### config.mk
export PLATFORM = sky130hd
export DESIGN_NAME = json_string_unescape
export DESIGN_NICKNAME = d
export VERILOG_FILES = /design/src/rtl/jsu_pkg.sv /design/src/rtl/jsu_decode.sv /design/src/rtl/json_string_unescape.sv
export SDC_FILE = /design/constraint.sdc
export NUM_CORES = 1
export LEC_CHECK = 0
export BUFFER_PORTS_ARGS = -buffer_cell sky130_fd_sc_hd__buf_2
export CORE_MARGIN = 8
export CORE_UTILIZATION = 56
export CTS_CLUSTER_DIAMETER = 100
export DETAILED_ROUTE_END_ITERATION = 6
export GPL_TIMING_DRIVEN = 0
export PLACE_DENSITY_LB_ADDON = 0.1
export SYNTH_ARGS = -nofsm -noshare
export SYNTH_HDL_FRONTEND = slang
export SYNTH_HIERARCHICAL = 1
export SYNTH_SLANG_ARGS = --single-unit
### constraint.sdc
create_clock -name clk -period 5.6 [get_ports clk]
set_clock_uncertainty 0.05 [all_clocks]
set_input_delay 1.68 -clock clk [delete_from_list [all_inputs] [get_ports clk]]
set_output_delay 1.68 -clock clk [all_outputs]
set_load 0.1 [all_outputs]
### src/rtl/jsu_pkg.sv
// jsu_pkg: shared types and constants for the JSON string unescaper.
// Used by jsu_decode and json_string_unescape; no dependencies.
`timescale 1ns / 1ps

package jsu_pkg;

  // Decoder modes
  localparam logic [1:0] MODE_IDLE = 2'd0;
  localparam logic [1:0] MODE_TEXT = 2'd1;
  localparam logic [1:0] MODE_ESC  = 2'd2;
  localparam logic [1:0] MODE_HEX  = 2'd3;

  // Most results one input item can cause: three UTF-8 bytes plus done
  localparam int unsigned MAX_RES = 4;
  localparam int unsigned RES_CW  = $clog2(MAX_RES + 1);
  localparam int unsigned RES_IW  = $clog2(MAX_RES);

  typedef struct packed {
    logic [1:0]  mode;
    logic [1:0]  hex_count;
    logic [15:0] hex_value;
    logic        prefix_open;
  } jsu_state_t;

  typedef struct packed {
    logic [RES_CW-1:0]          count;
    logic [MAX_RES-1:0][7:0]    byte_v;
    logic [MAX_RES-1:0]         done_v;
  } jsu_res_t;

endpackage

### src/rtl/jsu_decode.sv
// jsu_decode: one step of the unescape state machine for a single byte.
// Produces the next decoder state and up to four result items. Uses jsu_pkg.
`timescale 1ns / 1ps

module jsu_decode (
  input  jsu_pkg::jsu_state_t st_i,
  input  logic [7:0]          in_byte,
  input  logic                start_req,
  input  logic                final_byte,
  output jsu_pkg::jsu_state_t st_o,
  output jsu_pkg::jsu_res_t   res_o
);
  import jsu_pkg::*;

  localparam logic [7:0] CH_QUOTE  = 8'h22;
  localparam logic [7:0] CH_BSLASH = 8'h5C;
  localparam logic [7:0] CH_B      = 8'h62;
  localparam logic [7:0] CH_F      = 8'h66;
  localparam logic [7:0] CH_N      = 8'h6E;
  localparam logic [7:0] CH_R      = 8'h72;
  localparam logic [7:0] CH_T      = 8'h74;
  localparam logic [7:0] CH_U      = 8'h75;

  // Hex digit test: {valid, value}
  function automatic logic [4:0] hex_digit(input logic [7:0] c);
    logic [4:0] r;
    r = 5'd0;
    if (c >= 8'h30 && c <= 8'h39) r = {1'b1, c[3:0]};
    else if ((c >= 8'h61 && c <= 8'h66) || (c >= 8'h41 && c <= 8'h46))
      r = {1'b1, c[3:0] + 4'd9};
    return r;
  endfunction

  logic [4:0]        dig;
  logic [15:0]       cp;
  logic [RES_CW-1:0] n;
  jsu_state_t        s;

  assign dig = hex_digit(in_byte);

  always_comb begin
    s = st_i;
    n = '0;
    cp = '0;
    res_o.byte_v = '0;
    res_o.done_v = '0;
    if (start_req) begin
      s.mode = MODE_TEXT;
      s.hex_count = 2'd0;
      s.hex_value = 16'd0;
      s.prefix_open = 1'b1;
    end
    if (s.mode != MODE_IDLE) begin
      case (s.mode)
        MODE_TEXT: begin
          if (in_byte == CH_QUOTE) begin
            res_o.done_v[0] = 1'b1;
            n = RES_CW'(1);
            s.mode = MODE_IDLE;
          end else if (in_byte == CH_BSLASH) begin
            s.mode = MODE_ESC;
          end else begin
            res_o.byte_v[0] = in_byte;
            n = RES_CW'(1);
          end
        end
        MODE_ESC: begin
          s.mode = MODE_TEXT;
          res_o.byte_v[0] = in_byte;
          n = RES_CW'(1);
          case (in_byte)
            CH_B: res_o.byte_v[0] = 8'h08;
            CH_F: res_o.byte_v[0] = 8'h0C;
            CH_N: res_o.byte_v[0] = 8'h0A;
            CH_R: res_o.byte_v[0] = 8'h0D;
            CH_T: res_o.byte_v[0] = 8'h09;
            CH_U: begin
              s.mode = MODE_HEX;
              s.hex_count = 2'd0;
              s.hex_value = 16'd0;
              s.prefix_open = 1'b1;
              res_o.byte_v[0] = 8'h00;
              n = '0;
            end
            default: ;
          endcase
        end
        default: begin  // gathering hex
          if (s.prefix_open && dig[4]) s.hex_value = {s.hex_value[11:0], dig[3:0]};
          else                         s.prefix_open = 1'b0;
          if (s.hex_count == 2'd3) begin
            cp = s.hex_value;
            if (cp < 16'h0080) begin
              res_o.byte_v[0] = cp[7:0];
              n = RES_CW'(1);
            end else if (cp < 16'h0800) begin
              res_o.byte_v[0] = {3'b110, cp[10:6]};
              res_o.byte_v[1] = {2'b10, cp[5:0]};
              n = RES_CW'(2);
            end else begin
              res_o.byte_v[0] = {4'b1110, cp[15:12]};
              res_o.byte_v[1] = {2'b10, cp[11:6]};
              res_o.byte_v[2] = {2'b10, cp[5:0]};
              n = RES_CW'(3);
            end
            s.mode = MODE_TEXT;
            s.hex_count = 2'd0;
            s.hex_value = 16'd0;
            s.prefix_open = 1'b1;
          end else begin
            s.hex_count = s.hex_count + 2'd1;
          end
        end
      endcase
      // Buffer end closes the string; a partial escape emits nothing
      if (final_byte && s.mode != MODE_IDLE) begin
        res_o.done_v[n[RES_IW-1:0]] = 1'b1;
        res_o.byte_v[n[RES_IW-1:0]] = 8'h00;
        n = n + RES_CW'(1);
        s.mode = MODE_IDLE;
        s.hex_count = 2'd0;
        s.hex_value = 16'd0;
        s.prefix_open = 1'b1;
      end
    end
    res_o.count = n;
    st_o = s;
  end

endmodule

### src/rtl/json_string_unescape.sv
// json_string_unescape: top level of the JSON string body unescaper.
// Instantiates jsu_decode; uses jsu_pkg for state and result types.
`timescale 1ns / 1ps

// Feed the bytes of a JSON string body, starting with the byte after the
// opening quote (flag it with in_tuser = start_req). Plain bytes pass
// through, backslash escapes are translated, and \uXXXX is emitted as one
// to three UTF-8 bytes built from the leading hex digits. A closing quote,
// or an input item with in_tlast set (buffer end), produces a done item
// (out_tuser = 1, out_tdata = 0). out_tlast marks the last item caused by
// one input item. Each input item is decoded in the cycle it is accepted
// and its results land in a four-entry result register that drains one
// item per cycle while out_tready is high. Throughput is one input item per
// cycle while each causes at most one result and out_tready stays high; more
// results block input, and in_tready returns in the cycle the last is taken.
// Bytes arriving with no string open and no start_req are dropped silently.

module json_string_unescape (
  input  logic       clk,
  input  logic       rst_n,
  input  logic       in_tvalid,
  output logic       in_tready,
  input  logic [7:0] in_tdata,   // [7:0] in_byte
  input  logic       in_tuser,   // [0] start_req
  input  logic       in_tlast,   // final_byte
  output logic       out_tvalid,
  input  logic       out_tready,
  output logic [7:0] out_tdata,  // [7:0] out_byte
  output logic       out_tuser,  // [0] string_done
  output logic       out_tlast   // last
);
  import jsu_pkg::*;

  jsu_state_t st_r, st_nxt;
  jsu_res_t   res;

  // Result register: decoded items waiting for the output side
  logic [MAX_RES-1:0][7:0] byte_r;
  logic [MAX_RES-1:0]      done_r;
  logic [RES_CW-1:0]       count_r;   // zero means empty
  logic [RES_IW-1:0]       rd_r;

  logic in_fire, out_fire, drain_last;

  jsu_decode u_dec (
    .st_i       (st_r),
    .in_byte    (in_tdata),
    .start_req  (in_tuser),
    .final_byte (in_tlast),
    .st_o       (st_nxt),
    .res_o      (res)
  );

  assign out_tvalid = (count_r != '0);
  assign out_tdata  = byte_r[rd_r];
  assign out_tuser  = done_r[rd_r];
  assign out_tlast  = ({1'b0, rd_r} == (count_r - RES_CW'(1)));

  assign out_fire   = out_tvalid && out_tready;
  assign drain_last = out_fire && out_tlast;
  // Take a new item when the buffer is empty or its last item leaves now
  assign in_tready  = !out_tvalid || drain_last;
  assign in_fire    = in_tvalid && in_tready;

  always_ff @(posedge clk) begin
    if (!rst_n) begin
      st_r.mode        <= MODE_IDLE;
      st_r.hex_count   <= 2'd0;
      st_r.hex_value   <= 16'd0;
      st_r.prefix_open <= 1'b1;
      count_r          <= '0;
      rd_r             <= '0;
    end else begin
      if (in_fire) st_r <= st_nxt;
      if (in_fire && res.count != '0) begin
        // load a fresh batch of results
        count_r <= res.count;
        rd_r    <= '0;
      end else if (drain_last) begin
        count_r <= '0;
        rd_r    <= '0;
      end else if (out_fire) begin
        // advance to the next buffered item
        rd_r <= rd_r + RES_IW'(1);
      end
    end
  end

  // Payload holds no reset
  always_ff @(posedge clk) begin
    if (in_fire && res.count != '0) begin
      byte_r <= res.byte_v;
      done_r <= res.done_v;
    end
  end

endmodule

==> metrics.cfg <==
[critical_path]
critical_path.max_stage_delay_ns=0.71
slowest_stage=nor2b_2
worstPathCellList=clkbuf_1 -> or2_2 -> inv_1 -> ha_1 -> clkbuf_1 -> nand4_1 -> a211o_1 -> nand2_1 -> clkbuf_1 -> nand2_1 -> a21oi_1 -> nor3_2 -> nor2b_2
worstSetupEndpointType=flip-flop
r2r_start=st_r[19]
cp.arrival_ns=5.27
worstSetupStartpointType=input port
r2r_slack_ns=1.54
worstPathRequired_ns=5.52
crit_fanout=18
rr_worst_depth=12
r2r_end=done_r[1]
path_class=input port to flip-flop
crit_top_cell=clkbuf_1

[synth]
synth-edff-count=36
async_flop_share=0
netlist_area_mm2=0.00430
synth-main-ff-cell=edfxtp_1
synth_cells=477
syn_area_per_cell_um2=9.01
synth.ff_latch_count=62
yosys_warnings=6
ys_seq_area_frac=0.373
ys_types=69

[clocking]
clock_sinks=62
post-cts-setup-buffers=0
cts_root_buf=clkbuf_8
clock_path_buffers=2
cts-htree-levels=3
clock_latency_ns=0.35
cts_tree=built
ctsResizeCount=0
hold_buffers=0
clk_pin_slew_ns=0.09
cts_inserted_buffers=9

[floorplan]
core.rowCount=32
die_x_um=104
dieArea_mm2=0.0107
die_y_um=104
start_util=0.568
core_area_mm2=0.00757
io_pins=26

[finish]
drive_gt1_frac=0.160
diodes=0
area_growth_syn_to_layout_pct=12.9
postLayoutCoreUtil=0.641
stdcell_area_mm2=0.00485
nets=550

[hold_path]
hold_path_depth=2
min_path_type=flip-flop to flip-flop
min_to=st_r[19]
worstHoldStart=st_r[19]

[placement]
io_buffers=23
gp_congestion=0.970
hpwl_um=8510
detailed_place.area_mm2=0.00459

[sta]
fmax_mhz=187
finalSetupTns_ns=0
relSlewSlack=0.411
drv_slew=0
hold_viol=0
worstMarginPinSlew_ns=0.880
fin_crit_sh=0.955
fin_crit_ns=5.35
finalSetupViolCount=0
grt_setup_unrepaired=true

[run]
drv_cap=0

[power_and_ir_drop]
p_sw_frac=0.320
peakVddDrop_v=0.000117
p_leak_uw=0.00173
p_switching_uw=420
p_int_uw=895
comb_power_share=0.218
seq_power_share=0.395
clock_power_share=0.387
power_density_mw_per_mm2=271

[routing]
wl_per_cell_um=18.3
dr.pass1.iters=5
vias=3801
route.detailed.drc=0
ant_nets=0
avgViaCountPerCell=6.05
routed_wl_um=11500
drtIter0Drc=318

[global_routing]
grt_pass1_vias=3780
grtUsageTotal=0.211
grt_max_degree=37
grt_pass1_wl_um=18500
gr-total-overflow=0
antenna_found_initial=0

[run_status]
status=complete, no violations

==> cell type report <==
| type | instances | area (um2) |
|---|---|---|
| fill | 670 | 2720 |
| multi-input combinational | 369 | 2470 |
| sequential | 62 | 1600 |
| buffer | 41 | 231 |
| clock inverter | 7 | 128 |
| tap | 102 | 128 |
| clock buffer | 9 | 124 |
| timing repair buffer | 23 | 115 |
| inverter | 15 | 56.3 |
==> cell usage after synthesis (4+ instances only) <==
library cell  instances  area share
inv_1                15       0.013
nand2_1              57       0.050
o21ai_1               5      0.0058
a21o_1                6       0.010
buf_4                14       0.024
o21ai_0              29       0.034
ha_1                 15       0.044
o21bai_1              4      0.0070
a31oi_1               6      0.0087
o22ai_1               5      0.0073
nand3_1              22       0.026
o2bb2ai_1             5       0.010
nor2b_1               9       0.013
mux4_2                9       0.047
o21a_1                5      0.0087
nor2_1               30       0.026
mux2i_1               6       0.014
a22o_1               13       0.026
and3_1                6      0.0087
dfxtp_1              26        0.12
nand3b_1              5      0.0087
edfxtp_1             36        0.25
buf_2                 4      0.0047
nand2b_1             11       0.016
clkbuf_1             19       0.017
a21oi_1              30       0.035
nor3_1               16       0.019
xnor2_1               6       0.012
==> cells in the final DEF (no fill, tap or decap), types with 11 or more instances in the layout <==
cell type   n
buf_2      27
a21oi_1    30
nand2b_1   11
nand3_1    22
buf_4      14
o21ai_0    29
nand2_1    57
dfxtp_1    26
ha_1       15
a22o_1     13
nor3_1     14
edfxtp_1   36
inv_1      15
nor2_1     30
clkbuf_1   18
==> cell families (layout without fill, tap and decap cells) <==
| logic type | Yosys count | count (layout) | synth area share |
|---|---|---|---|
| other cells | 1 | 10 | 0.000873 |
| fa+ha+maj | 15 | 15 | 0.0437 |
| simple gates | 182 | 183 | 0.215 |
| compound gates | 138 | 138 | 0.223 |
| xor+xnor | 7 | 7 | 0.0143 |
| buf+inv | 56 | 95 | 0.0667 |
| flops | 62 | 62 | 0.373 |
| mux | 16 | 16 | 0.0638 |
==> through the flow <==
step | hold slack (ns) | power, uW | std cells | setup WS (ns)
after floorplan | 0.373 | 748 | 486 | 0.301
after global placement | 0.387 | 805 | 611 | -0.648
after detailed placement | 0.395 | 811 | 611 | -0.116
after CTS | 0.407 | 1320 | 627 | 0.231
after global routing | 0.426 | 1360 | 628 | -0.0462
final | 0.400 | 1320 | 628 | 0.253
==> flip-flops by register name, summed over array words and instances (netlist names) <==
| signal | count |
|---|---|
| byte_r | 32 |
| st_r | 21 |
| done_r | 4 |
| count_r | 3 |
| rd_r | 2 |
==> power by group through the flow <==
stage | clock, uW | combinational, uW | sequential, uW
after floorplan | 0 | 221 | 527
final | 508 | 287 | 520
after global placement | 0 | 275 | 530
after global routing | 535 | 306 | 523
after CTS | 519 | 281 | 521
after detailed placement | 0 | 280 | 531
==> worst max-delay path by stage <==
stage	start	endpoint	slack, ns	cells after the start
after floorplan	in_tdata[1]	byte_r[0]	0.30	15
after global placement	in_tuser	byte_r[29]	-0.65	12
after detailed placement	in_tuser	byte_r[29]	-0.12	12
after CTS	in_tuser	byte_r[2]	0.23	12
after global routing	in_tdata[1]	byte_r[0]	-0.05	16
final	in_tuser	done_r[1]	0.25	13
==> critical path, delay by kind of cell <==
kind	cells	cell delay [ns]
AND/OR/NAND/NOR	6	1.74
AO/OA/AOI/OAI	2	0.60
adder cells (fa/ha/maj)	1	0.16
buffers and inverters	4	1.07
==> routing by layer <==
metal	share of wire	wire, um	track usage
met5	0	0	0
met4	0.017	190	0.0923
met3	0.059	675	0.0428
met2	0.49	5640	0.350
met1	0.43	4990	0.259
Power figures use the tool's default switching activity.
